`config.mk`:
```
export PLATFORM = sky130hd
export DESIGN_NAME = spqrk_cell
export DESIGN_NICKNAME = d
export VERILOG_FILES = /design/src/hdl/spqrk_pkg.sv /design/src/hdl/spqrk_cell.sv
export SDC_FILE = /design/constraint.sdc
export NUM_CORES = 1
export LEC_CHECK = 0
export BUFFER_PORTS_ARGS = -buffer_cell sky130_fd_sc_hd__buf_2
export CAP_MARGIN = 20
export CORE_ASPECT_RATIO = 1.75
export CORE_UTILIZATION = 30
export CTS_CLUSTER_SIZE = 14
export DETAILED_ROUTE_END_ITERATION = 8
export SETUP_SLACK_MARGIN = 0.02
export SYNTH_ARGS = -nofsm -noshare
export SYNTH_HDL_FRONTEND = slang
export SYNTH_SLANG_ARGS = --single-unit
```
`constraint.sdc`:
```
create_clock -name clk -period 3 [get_ports clk]
set_input_delay 0.6 -clock clk [delete_from_list [all_inputs] [get_ports clk]]
set_output_delay 0.6 -clock clk [all_outputs]
set_load 0.05 [all_outputs]
```
`src/hdl/spqrk_pkg.sv`:
```
package spqrk_pkg;

    localparam int ROW_W   = 4;
    localparam int COL_W   = 4;
    localparam int COUNT_W = 4;
    localparam int DIGIT_W = 4;
    localparam int MAX_SLOTS = 9;
    localparam int DIGITS_W = DIGIT_W * MAX_SLOTS;
    localparam int IN_DATA_W  = 56;
    localparam int OUT_DATA_W = 56;

    typedef enum logic [1:0] {
        OP_ADD   = 2'd0,
        OP_POP   = 2'd1,
        OP_POPAT = 2'd2,
        OP_NOP   = 2'd3
    } op_t;

    typedef enum logic [1:0] {
        ST_OK        = 2'd0,
        ST_EMPTY     = 2'd1,
        ST_NOT_FOUND = 2'd2,
        ST_FULL      = 2'd3
    } status_t;

    typedef struct packed {
        logic [ROW_W-1:0]    row;
        logic [COL_W-1:0]    col;
        logic [COUNT_W-1:0]  count;
        logic [DIGITS_W-1:0] digits;
    } entry_t;

    // broadcast to every cell of the chain
    typedef struct packed {
        op_t    kind;
        entry_t key;
    } cmd_t;

endpackage

```
`src/hdl/spqrk_cell.sv`:
```
module spqrk_cell (
    input  logic            clk,
    input  logic            rst_n,
    input  spqrk_pkg::cmd_t   cmd,
    input  logic            ge_prev,
    input  logic            seen_in,
    input  spqrk_pkg::entry_t left_entry,
    input  logic            left_valid,
    input  spqrk_pkg::entry_t right_entry,
    input  logic            right_valid,
    output logic            ge_out,
    output logic            seen_out,
    output spqrk_pkg::entry_t entry,
    output logic            valid,
    output spqrk_pkg::entry_t removed
);
    import spqrk_pkg::*;

    entry_t entry_reg;
    entry_t entry_next;
    logic   valid_reg;
    logic   valid_next;
    logic   ge;
    logic   hit;
    logic   take_right;

    // empty cells count as greater, so the first free cell takes a tail insert
    assign ge = !valid_reg || (entry_reg.count >= cmd.key.count);

    always_comb
    begin
        unique case (cmd.kind)
            OP_POP:   hit = valid_reg;
            OP_POPAT: hit = valid_reg && (entry_reg.row == cmd.key.row)
                            && (entry_reg.col == cmd.key.col);
            default:  hit = 1'b0;
        endcase
    end

    assign take_right = seen_in || hit;
    assign ge_out     = ge;
    assign seen_out   = take_right;
    assign removed    = (hit && !seen_in) ? entry_reg : '0;

    always_comb
    begin
        entry_next = entry_reg;
        valid_next = valid_reg;
        unique case (cmd.kind)
            OP_ADD:
            begin
                if (ge_prev)
                begin
                    entry_next = left_entry;
                    valid_next = left_valid;
                end
                else if (ge)
                begin
                    entry_next = cmd.key;
                    valid_next = 1'b1;
                end
            end
            OP_POP, OP_POPAT:
            begin
                if (take_right)
                begin
                    entry_next = right_entry;
                    valid_next = right_valid;
                end
            end
            default:
            begin
                entry_next = entry_reg;
                valid_next = valid_reg;
            end
        endcase
    end

    always_ff @(posedge clk or negedge rst_n)
    begin
        if (!rst_n)
        begin
            valid_reg <= 1'b0;
        end
        else
        begin
            valid_reg <= valid_next;
        end
    end

    always_ff @(posedge clk)
    begin
        entry_reg <= entry_next;
    end

    assign entry = entry_reg;
    assign valid = valid_reg;

endmodule

```
Word-level counts from Yosys, hierarchy flattened:

Cells that the tools add are included.

* equality and inequality tests: 6
* reduce and logical (&&, ||, !) cells: 11
* order comparisons: 1
* mux-type cells: 10

Operators with widths (number)
* 2-to-1 mux 48 bit: 4
* one-hot mux 48 bit (2 select lines): 1
* equality test 4 bit: 2
* greater-or-equal comparator 4 bit: 1
* one-hot mux 1 bit (2 select lines): 2
* logical AND 1 bit: 3
* 2-to-1 mux 1 bit: 3
* inequality test 3 bit, second input constant: 1
* AND reduction 3 bit: 1
* equality test 2 x 1 -> 1 bit, second input constant: 1
* equality test 2 bit, second input constant: 1
* logical NOT 1 bit: 2
* logical NOT 2 bit: 1
* logical OR 1 bit: 2
* inequality test 2 bit, second input constant: 1
* nonzero test 2 bit: 1
* OR reduction 2 bit: 1

* bits of input ports: 152
* output and inout bits: 99
* bits in registers: 49
* logic and storage cells: 33

Logic depth before layout (Yosys ltp):

Gate-level depths: netlist (run 1).

* word-level depth: 7
* depth in mapped cells: 8

Least setup slack after synthesis (run 1):

Ideal clock, no wire load.

* kind: register to register
* start point: register entry_reg (netlist bit entry[38])
* end point: register valid_reg (netlist: valid)
* data arrival time: 3.639 ns
* setup slack: -0.768 ns
* cell stages (with the launch flop): 7
* cells stage by stage: edfxtp_1 ha_1 or2_2 a21oi_1 a21oi_1 o311a_1 mux2_1

* longest elaborated chain between the ends: 4

RTL lines
* start: declaration: RTL line spqrk_cell.sv:19 `entry_t entry_reg;`
* start signal: assignment: RTL line spqrk_cell.sv:93 `entry_reg <= entry_next;`
* greater-or-equal comparator 4 bit: RTL line spqrk_cell.sv:28 `assign ge = !valid_reg || (entry_reg.count >= cmd.key.count);`
* logical OR 1 bit: RTL line spqrk_cell.sv:28
* net ge_out: RTL line spqrk_cell.sv:11 `output logic ge_out,`
* inequality test 3 bit (no source line)
* AND reduction 3 bit (no source line)
* end signal: assignment: RTL line spqrk_cell.sv:87 `valid_reg <= valid_next;`
* end: declaration: RTL line spqrk_cell.sv:21 `logic valid_reg;`

The timed path passes the listed nets, and every way through them passes these cells.
A chain may end at the register's enable or synchronous reset.

==> results of run 1 <==
stage by stage:
| stage | setup slack [ns] | hold WS, ns | total power [mW] | utilization |
|---|---|---|---|---|
| after floorplan | 0.008182 | 0.3044 | 1.654 | - |
| after global placement | 0.1236 | 0.3751 | 1.974 | 0.4456 |
| after detailed placement | 0.06187 | 0.3761 | 1.983 | 0.4456 |
| after CTS | 0.03051 | 0.06496 | 2.623 | 0.4621 |
| after global routing | 0.003142 | 0.06455 | 2.726 | 0.4676 |
| final | 0.1128 | 0.07445 | 2.596 | 0.4676 |
cell type report:
class,count,share of cell area
clock buffer,5,0.02614
sequential,49,0.3063
tap,127,0.03319
inverter,9,0.007057
clock inverter,3,0.008625
multi-input combinational,233,0.3231
timing repair buffer,262,0.2956
repair_timing:
item | in CTS | in global routing
buffers inserted | 0 | 2
hold buffers | 0 | 0
pin swaps | 0 | 0
gates resized for setup | 1 | 14
endpoints found under the setup margin | 1 | 47
cloned | 0 | 0
cell usage after synthesis:
| library cell | n | area, um2 |
|---|---|---|
| sky130_fd_sc_hd__xnor2_1 | 7 | 61.31 |
| sky130_fd_sc_hd__o41a_1 | 1 | 11.26 |
| sky130_fd_sc_hd__nor2b_1 | 1 | 6.260 |
| sky130_fd_sc_hd__clkbuf_2 | 1 | 5.000 |
| sky130_fd_sc_hd__buf_4 | 1 | 7.510 |
| sky130_fd_sc_hd__and2_1 | 47 | 294.0 |
| sky130_fd_sc_hd__a211oi_1 | 2 | 15.01 |
| sky130_fd_sc_hd__edfxtp_1 | 48 | 1441 |
| sky130_fd_sc_hd__dfrtp_1 | 1 | 25.02 |
| sky130_fd_sc_hd__or2_2 | 1 | 6.260 |
| sky130_fd_sc_hd__o21ai_0 | 51 | 255.2 |
| sky130_fd_sc_hd__xor2_1 | 1 | 8.760 |
| sky130_fd_sc_hd__nor4_1 | 1 | 6.260 |
| sky130_fd_sc_hd__nand2_1 | 52 | 195.2 |
| sky130_fd_sc_hd__nand2b_1 | 3 | 18.77 |
| sky130_fd_sc_hd__nor3_2 | 1 | 10.01 |
| sky130_fd_sc_hd__o311a_1 | 1 | 10.01 |
| sky130_fd_sc_hd__inv_1 | 9 | 33.78 |
| sky130_fd_sc_hd__clkbuf_1 | 14 | 52.55 |
| sky130_fd_sc_hd__nand4_1 | 1 | 6.260 |
| sky130_fd_sc_hd__o21bai_1 | 1 | 7.510 |
| sky130_fd_sc_hd__nor3_1 | 1 | 5.000 |
| sky130_fd_sc_hd__mux2i_1 | 48 | 480.5 |
| sky130_fd_sc_hd__a21oi_1 | 3 | 15.01 |
| sky130_fd_sc_hd__buf_2 | 3 | 15.01 |
| sky130_fd_sc_hd__nor2_1 | 2 | 7.510 |
| sky130_fd_sc_hd__ha_1 | 7 | 87.58 |
| sky130_fd_sc_hd__buf_6 | 3 | 33.78 |
| sky130_fd_sc_hd__mux2_1 | 1 | 11.26 |
power groups by stage:
stage                     clock, mW  sequential, mW  combinational [mW]
after CTS                     0.653           0.969                1.00
after global placement            0           0.981               0.993
after floorplan                   0            1.32               0.337
after detailed placement          0           0.982                1.00
after global routing          0.674           0.980                1.07
final                         0.630           0.966                1.00
critical path, stage by stage:
cell and delay [ns]:
sky130_fd_sc_hd__buf_2 0.11, sky130_fd_sc_hd__inv_1 0.07, sky130_fd_sc_hd__ha_1 0.17, sky130_fd_sc_hd__nand4_1 0.12, sky130_fd_sc_hd__o41a_1 0.39, sky130_fd_sc_hd__nor3_4 0.22, sky130_fd_sc_hd__buf_12 0.19, sky130_fd_sc_hd__and2_1 0.14
sky130_fd_sc_hd__buf_2 0.26
worst paths after layout:
path	endpoint	slack [ns]
worst max register to register	entry[47]$_DFFE_PP_	0.88
worst min register to register	valid$_DFFE_PN0P_	0.64
max in group asynchronous	valid$_DFFE_PN0P_	2.84
worst max-delay path	removed[30]	0.11
worst min-delay path	valid$_DFFE_PN0P_	0.07
min in group clk	entry[31]$_DFFE_PP_	0.58
cells by family after synthesis:
logic type / after synthesis / synth area share
xor+xnor: 8 / 0.02237
flops: 49 / 0.4680
fa+ha+maj: 7 / 0.02795
simple gates: 110 / 0.1773
compound gates: 59 / 0.1002
buf+inv: 31 / 0.04712
mux: 49 / 0.1569
layer usage:
metal | routed length (um) | global-route usage | vias up
met2 | 5266 | 0.3113 | 122
met3 | 475 | 0.02715 | 13
li1 | - | - | 1581
met1 | 3599 | 0.1782 | 1384
met4 | 175 | 0.06061 | 0
met5 | 0 | 0 | -
==> results.txt, run 1 <==
----------------------------------------------------
[Setup path]
  Worst R2R Path Depth ... 6
  Startpoint types ... input pin
  R2R Path Start ... entry[38]$_DFFE_PP_
  Largest driver fanout on the critical path ... 26
  Arrival time of data at the critical path endpoint ... 2.29 ns
  Endpoint kind of the worst setup timing path ... output pin
  Data required time of the worst path ... 2.40 ns
  Kind of critical path ... in2out
  Critical path startpoint ... cmd[48]

[Synth]
  Synthesized net count ... 472
  Post-Syn Instances ... 313
  Cell Area, Synth ... 3133 um2
  Yosys synthesis warning count ... 0
  Sequential area share after synthesis ... 0.4681
  Post-Syn Area per Cell ... 10.01 um2
  Number of library cell types mapped by synthesis ... 29
  Number of synthesized register bits ... 49

[Clocking]
  Deepest level of the CTS H-tree ... 2
  Clock latency on the worst-skew pair ... 0.29 ns
  Number of buffers created by CTS ... 5
  TritonCTS clock tree ... done
  Clock slew seen by the registers of the worst setup and hold paths ... 0.06 ns
  Master cell of the clock root buffer ... sky130_fd_sc_hd__clkbuf_16
  Maximum number of buffers from clock root to sink ... 2
  Number of sinks driven by the clock tree ... 49

[Detailed routing]
  Routed WL per cell ... 13.83 um
  DR vias/cell ... 4.506
  Detailed Route Iter0 Violations ... 67
  Detailed-route wire length ... 9.516 mm
  Detailed Routing Iterations Pass 1 ... 5
  Total via count in the routed design ... 3100
  Number of routed nets with antenna violations ... 0
  DRC errors left ... 0

[Pwr]
  VDD IR-drop max ... 0.2963 mV
  Net switching power ... 1.014 mW
  Net switching fraction of the power ... 0.3907
  Sequential group share of total power ... 0.372
  Leakage dissipation ... 2.442 nW
  Comb pwr share ... 0.385
  P per Cell Area ... 542.3 nW/um2
  Clock power frac ... 0.243
  Cell Int Power ... 1.582 mW

[Die]
  Vert. Die Dim ... 137.2 um
  Starting utilization of the core area ... 0.3060
  Core Rows ... 49
  Core footprint ... 10240 um2
  Die Span X ... 79.25 um
  Num ports ... 251
  Total die area ... 10870 um2

[Placed design]
  Cell area reported after detailed placement ... 4562 um2
  Cell count after placement ... 678
  Count of port buffers added during placement ... 250
  Last weighted congestion value of the routability-driven placer ... 0.8111
  Post-detail-place hpwl ... 7.728 mm

[Global routing]
  Number of antenna violations at the first check in global routing ... 0
  Global route total overflow ... 0
  Global-route wire length before repair ... 13.47 mm
  Largest net degree at the start of global routing ... 55
  Via count of the first global-routing pass ... 2805
  GRT Total Usage ... 0.1639

[Final layout]
  Post-layout net count ... 719
  Commonest non-fill, non-tap cells in the layout ... 237 x sky130_fd_sc_hd__buf_2, 52 x sky130_fd_sc_hd__nand2_1, 51 x sky130_fd_sc_hd__o21ai_0
  Most common cell after layout, fill and taps aside ... sky130_fd_sc_hd__buf_2
  Area delta synth->final ... 52.80%
  Area of all placed cells without fillers ... 4787 um2
  Fraction of layout instances using a drive strength above 1 ... 0.4920
  Post-layout instance count excluding filler cells ... 688
  Diodes inserted ... 0
  Fill cell instance count of the final layout ... 1033
  Sequential cell area ... 1466 um2
  Multi-input gate area in the final layout ... 1546 um2
  Max reg flops ... 48

[STA]
  Maximum clock rate ... 346.4 MHz
  Setup_tns ... 0 ns
  Fin. Hold Viols ... 0
  Max transition margin ... 0.6984
  Time the worst path needs with I/O delays and setup ... 2.887 ns
  Post-route fraction of the period consumed by the critical path ... 0.9624
  Worst-case clock skew ... 0.005160 ns
  Number of max-slew violations in the final report ... 0
  Setup repair after global routing missed its margin ... false
  Number of endpoints failing setup at the final stage ... 0
  Transition at the pin with the smallest max-transition slack ... 0.4524 ns

[Hold path]
  Worst Hold Class ... in2async

[Status]
  Result of the run ... complete, no violations

[Flow run]
  Number of max-cap violations ... 0

----------------------------------------------------
No activity file was read; power rests on OpenSTA's default activity.
==> run 2: changes to the inputs <==
==> constraint.sdc (replaced) <==
create_clock -name clk -period 3 [get_ports clk]
set_input_delay 0.6 -clock clk [delete_from_list [all_inputs] [get_ports clk]]
set_output_delay 0.6 -clock clk [all_outputs]
set_load 0.1 [all_outputs]
==> run 2 against run 1 <==
  * Fmax decreased by 2.8%
  * First-iteration DRC count increased by 21%
  * Register-to-register slack got worse by 0.02 ns
  * Count of clock-buffer cells in the layout increased by 2
  * Largest power group unchanged
  * Combinational power increased by 60%
  * Largest cell class is now buffers
  * Power increased by 20%
  * Via count increased by 3.4%
  * Critical path depth decreased by 1
  * Cell count increased by 1.0%
  * Setup slack got worse by 0.082 ns
  * Sequential cell count unchanged
  * Design area increased by 20%
==> results.txt, run 2 (synthesis results as in run 1) <==
----------------------------------------------------
[Setup path]
  Endpoint kind of the worst setup timing path ... output pin
  Slack of the worst reg-to-reg path ... 0.86 ns
  Ordered cell list for the critical path ... xnor2_2, nand2_1, o41a_1, nor3_4, buf_4, buf_4, and2_2, buf_12
  Total buffers and inverters traversed by the critical path ... 3
  Kind of critical path ... reg2out
  Largest delay share family, worst path ... buffers and inverters
  Largest driver fanout on the critical path ... 9
  Data required time of the worst path ... 2.40 ns
  R2R Path Start ... entry[38]$_DFFE_PP_
  Startpoint types ... flop
  Crit-path slowest cell ... sky130_fd_sc_hd__edfxtp_1
  Endpoint of the worst register-to-register path ... entry[4]$_DFFE_PP_
  Stage delay of the slowest cell on the critical path ... 0.45 ns
  Most frequent cell on the critical path ... sky130_fd_sc_hd__buf_4
  Worst R2R Path Depth ... 6
  Arrival time of data at the critical path endpoint ... 2.37 ns

[Final layout]
  Most common cell after layout, fill and taps aside ... sky130_fd_sc_hd__buf_2
  Commonest non-fill, non-tap cells in the layout ... 201 x sky130_fd_sc_hd__buf_2, 53 x sky130_fd_sc_hd__buf_12, 52 x sky130_fd_sc_hd__nand2_1
  Diodes inserted ... 0
  Post-layout net count ... 726
  Max reg flops ... 48
  Fill cell instance count of the final layout ... 907
  Area of all placed cells without fillers ... 5723 um2
  Area delta synth->final ... 82.67%
  Fraction of layout instances using a drive strength above 1 ... 0.5898

[STA]
  Worst-case clock skew ... 0.004667 ns
  Number of endpoints failing setup at the final stage ... 0
  Max transition margin ... 0.6637
  Transition at the pin with the smallest max-transition slack ... 0.5080 ns
  Post-route fraction of the period consumed by the critical path ... 0.9898
  Setup_tns ... 0 ns
  Final Hold Slack ... 0.07687 ns
  Number of max-slew violations in the final report ... 0
  Time the worst path needs with I/O delays and setup ... 2.969 ns
  Maximum clock rate ... 336.8 MHz
  Fin. Hold Viols ... 0

[Clocking]
  Master cell of the clock root buffer ... sky130_fd_sc_hd__clkbuf_16
  Number of buffers created by CTS ... 5
  Maximum number of buffers from clock root to sink ... 2
  TritonCTS clock tree ... done
  Number of buffers inserted for hold repair after clock tree synthesis ... 0
  Deepest level of the CTS H-tree ... 2
  Number of sinks driven by the clock tree ... 49
  Clock slew seen by the registers of the worst setup and hold paths ... 0.06 ns
  Clock latency on the worst-skew pair ... 0.29 ns

[Die]
  Vert. Die Dim ... 137.2 um
  Core footprint ... 10240 um2
  Die Span X ... 79.25 um
  Total die area ... 10870 um2
  Core Rows ... 49
  Num ports ... 251
  Starting utilization of the core area ... 0.3060

[Pwr]
  VDD IR-drop max ... 0.3546 mV
  P per Cell Area ... 544.6 nW/um2
  Overall power consumption ... 3.117 mW
  Leakage dissipation ... 2.699 nW

[Detailed routing]
  Detailed Routing Iterations Pass 1 ... 4
  Number of routed nets with antenna violations ... 0
  Total via count in the routed design ... 3204
  DRC errors left ... 0
  DR vias/cell ... 4.610
  Detailed-route wire length ... 10.78 mm
  Detailed Route Iter0 Violations ... 81
  Routed WL per cell ... 15.51 um

[Global routing]
  Global-route wire length before repair ... 15.48 mm
  Global route total overflow ... 0
  GRT Total Usage ... 0.1883
  Via count of the first global-routing pass ... 3065
  Largest net degree at the start of global routing ... 56
  Number of antenna violations at the first check in global routing ... 0

[Placed design]
  Cell area reported after detailed placement ... 5483 um2
  Count of port buffers added during placement ... 250
  Post-detail-place hpwl ... 8.496 mm
  Last weighted congestion value of the routability-driven placer ... 0.7868

[Hold path]
  Worst Hold Class ... in2async

[Status]
  Result of the run ... complete, no violations

[Flow run]
  Number of max-cap violations ... 0

----------------------------------------------------
run 2: cell types whose count changed in the layout (fill, tap and decap cells not counted), sizes merged:
| cell | delta |
|---|---|
| clkinv | -1 |
| clkbuf | -9 |
| buf | +18 |
| bufinv | -1 |
run 2: worst reg2reg max path: stages (launching register included):
cell	delay, ns
sky130_fd_sc_hd__edfxtp_1	0.42
sky130_fd_sc_hd__ha_1	0.28
sky130_fd_sc_hd__or2_2	0.29
sky130_fd_sc_hd__a21oi_1	0.25
sky130_fd_sc_hd__a21oi_4	0.05
sky130_fd_sc_hd__o311a_4	0.41
sky130_fd_sc_hd__buf_12	0.18
run 2: per-layer routing:
metal | routed length (um) | track usage
met4 | 199 | 0.06465
met5 | 0 | 0
met2 | 6211 | 0.3563
met1 | 3867 | 0.2086
met3 | 498 | 0.02980
run 2: cell type report:
class	count	area [um2]	area share
repair buffers	269	2197	0.3839
multi-input cells	233	1727	0.3017
flip-flops and latches	49	1466	0.2562
well taps	127	158.9	0.02777
clock buffers	7	132.6	0.02317
inverters	9	33.78	0.005903
clock inverters	1	7.507	0.001312
run 2: timing repair:
action                                  in CTS  in global routing
resized for setup                            0                  2
buffers inserted                             0                  8
endpoints found under the setup margin       0                 47
run 2: worst max path at each step:
stage	cells after the start	from	endpoint
floorplan	4	entry[47]$_DFFE_PP_	removed[36]
detailed placement	8	cmd[41]	removed[47]
global route	8	entry[46]$_DFFE_PP_	removed[46]
global placement	8	cmd[41]	removed[47]
CTS	7	entry[47]$_DFFE_PP_	removed[47]
finish	8	entry[41]$_DFFE_PP_	removed[46]
run 2: metrics by stage:
step	setup slack [ns]	cells	utilization
floorplan	-0.2865	313	-
global placement	0.1864	678	0.5355
detailed placement	0.1514	678	0.5355
CTS	0.09971	686	0.5492
global route	-0.07085	695	0.5590
finish	0.03066	695	0.5590
run 2: report_power, final:
part	internal, mW	switching, mW
Sequential	0.900	0.0717
Clock	0.310	0.238
Combinational	0.386	1.21
Total	1.60	1.52
==> run 3: changes to the inputs <==
==> constraint.sdc (replaced) <==
create_clock -name clk -period 3.9 [get_ports clk]
set_input_delay 0.78 -clock clk [delete_from_list [all_inputs] [get_ports clk]]
set_output_delay 0.78 -clock clk [all_outputs]
set_load 0.1 [all_outputs]
==> run 3 against run 2 <==
  * Clock skew down 0.00072 ns
  * Cell count decreased by 2.0%
  * Sequential cell count is the same
  * Die area unchanged
  * Critical endpoint is now removed[26]
  * Largest cell class unchanged
==> results.txt, run 3 (synthesis results as in run 1) <==
----------------------------------------------------
[Global routing]
  Global route total overflow ... 0
  GRT Total Usage ... 0.1810
  Global-route wire length before repair ... 14.71 mm
  Largest net degree at the start of global routing ... 71
  Number of antenna violations at the first check in global routing ... 0
  Via count of the first global-routing pass ... 3000

[Pwr]
  Net switching fraction of the power ... 0.4924
  Comb pwr share ... 0.500
  Clock power frac ... 0.177
  P per Cell Area ... 430.1 nW/um2
  Sequential group share of total power ... 0.323
  Cell Int Power ... 1.167 mW
  Net switching power ... 1.132 mW
  VDD IR-drop max ... 0.3019 mV
  Leakage dissipation ... 2.516 nW

[STA]
  Worst path setup slack after routing ... 0.4318 ns
  Time the worst path needs with I/O delays and setup ... 3.468 ns
  Number of max-slew violations in the final report ... 0
  Number of endpoints failing setup at the final stage ... 0
  Maximum clock rate ... 288.3 MHz
  Setup repair after global routing missed its margin ... false
  Final Hold Slack ... 0.2606 ns
  Transition at the pin with the smallest max-transition slack ... 0.6077 ns
  Fin. Hold Viols ... 0
  Post-route fraction of the period consumed by the critical path ... 0.8893
  Max transition margin ... 0.5949
  Worst-case clock skew ... 0.003945 ns

[Die]
  Core footprint ... 10240 um2
  Die Span X ... 79.25 um
  Vert. Die Dim ... 137.2 um
  Core Rows ... 49
  Starting utilization of the core area ... 0.3060
  Total die area ... 10870 um2
  Num ports ... 251

[Clocking]
  Deepest level of the CTS H-tree ... 2
  Number of buffers created by CTS ... 5
  Number of gates given a new drive strength after cts ... 0
  Clock latency on the worst-skew pair ... 0.28 ns
  Maximum number of buffers from clock root to sink ... 2
  Number of sinks driven by the clock tree ... 49
  Master cell of the clock root buffer ... sky130_fd_sc_hd__clkbuf_16
  Post-CTS setup buffer count ... 0
  Clock slew seen by the registers of the worst setup and hold paths ... 0.06 ns
  Number of buffers inserted for hold repair after clock tree synthesis ... 0
  TritonCTS clock tree ... done

[Detailed routing]
  Detailed Route Iter0 Violations ... 72
  Routed WL per cell ... 15.02 um
  Detailed-route wire length ... 10.23 mm
  Number of routed nets with antenna violations ... 0
  Total via count in the routed design ... 3125
  DRC errors left ... 0
  DR vias/cell ... 4.589
  Detailed Routing Iterations Pass 1 ... 5

[Setup path]
  Arrival time of data at the critical path endpoint ... 2.69 ns
  Worst R2R Path Depth ... 7
  Endpoint of the worst register-to-register path ... valid$_DFFE_PN0P_
  CP Capture Point ... removed[26]
  Endpoint kind of the worst setup timing path ... output pin
  Data required time of the worst path ... 3.12 ns
  Largest driver fanout on the critical path ... 40
  Startpoint types ... input pin
  Slack of the worst reg-to-reg path ... 1.63 ns
  Kind of critical path ... in2out
  Critical path startpoint ... cmd[44]
  R2R Path Start ... entry[38]$_DFFE_PP_

[Final layout]
  Diodes inserted ... 0
  Most common cell after layout, fill and taps aside ... sky130_fd_sc_hd__buf_2
  Fill cell instance count of the final layout ... 932
  Multi-input gate area in the final layout ... 1539 um2
  Fraction of layout instances using a drive strength above 1 ... 0.4819
  Area delta synth->final ... 70.61%
  Sequential cell area ... 1466 um2
  Post-layout net count ... 713
  Max reg flops ... 48
  Commonest non-fill, non-tap cells in the layout ... 203 x sky130_fd_sc_hd__buf_2, 52 x sky130_fd_sc_hd__nand2_1, 51 x sky130_fd_sc_hd__o21ai_0
  Final core utilization ... 0.5221

[Placed design]
  Count of port buffers added during placement ... 250
  Last weighted congestion value of the routability-driven placer ... 0.8012
  Post-detail-place hpwl ... 8.130 mm
  Pre-CTS worst setup slack ... 0.4365 ns

[Flow run]
  Number of max-cap violations ... 0

[Status]
  Result of the run ... complete, no violations

[Hold path]
  Worst Hold Class ... in2async

----------------------------------------------------
run 3: cell count changes in the layout (fill, tap and decap cells not counted), sizes merged:
| cell | change |
|---|---|
| buf | -12 |
| clkbuf | -2 |
| clkinv | +1 |
| clkinvlp | -1 |
run 3: through the flow:
step | area (um2) | TNS, ns | power (mW) | cells
4_1_cts | 5345 | 0 | 2.330 | 681
3_5_place_dp | 5213 | 0 | 1.912 | 674
6_report | 5345 | 0 | 2.299 | 681
5_1_grt | 5345 | 0 | 2.397 | 681
2_1_floorplan | 3144 | -0.1982 | 1.626 | 313
3_3_place_gp | 5213 | 0 | 1.899 | 674
run 3: layout make-up:
cell class | count | share of cell area
inverter | 9 | 0.006320
multi-input combinational | 233 | 0.2879
clock inverter | 1 | 0.0007022
timing repair buffer | 256 | 0.3769
sequential | 49 | 0.2743
clock buffer | 6 | 0.02411
tap | 127 | 0.02973
run 3: worst max-delay path: stages:
cell,delay [ns]
sky130_fd_sc_hd__buf_2,0.11
sky130_fd_sc_hd__xnor2_1,0.25
sky130_fd_sc_hd__nand2_1,0.08
sky130_fd_sc_hd__o41a_1,0.45
sky130_fd_sc_hd__nor3_4,0.35
sky130_fd_sc_hd__buf_12,0.24
sky130_fd_sc_hd__and2_1,0.21
sky130_fd_sc_hd__buf_12,0.19
run 3: how the worst min path moves through the flow:
stage	end	cells after the start
2_1_floorplan	valid$_DFFE_PN0P_	0
3_3_place_gp	valid$_DFFE_PN0P_	1
3_5_place_dp	valid$_DFFE_PN0P_	1
4_1_cts	valid$_DFFE_PN0P_	1
5_1_grt	valid$_DFFE_PN0P_	1
6_report	valid$_DFFE_PN0P_	1
run 3: power groups by stage:
| stage | Clock [mW] | Sequential [mW] | Combinational, mW |
|---|---|---|---|
| 3_3_place_gp | 0 | 0.752 | 1.15 |
| 3_5_place_dp | 0 | 0.755 | 1.16 |
| 6_report | 0.406 | 0.743 | 1.15 |
| 4_1_cts | 0.427 | 0.744 | 1.16 |
| 2_1_floorplan | 0 | 1.30 | 0.328 |
| 5_1_grt | 0.442 | 0.752 | 1.20 |
run 3: routing by layer:
layer	track usage	routed length, um	vias up
met5	0	0	-
met4	0.07071	223	0
met3	0.03113	497	15
met2	0.3458	5862	122
met1	0.1927	3649	1423
li1	-	-	1565
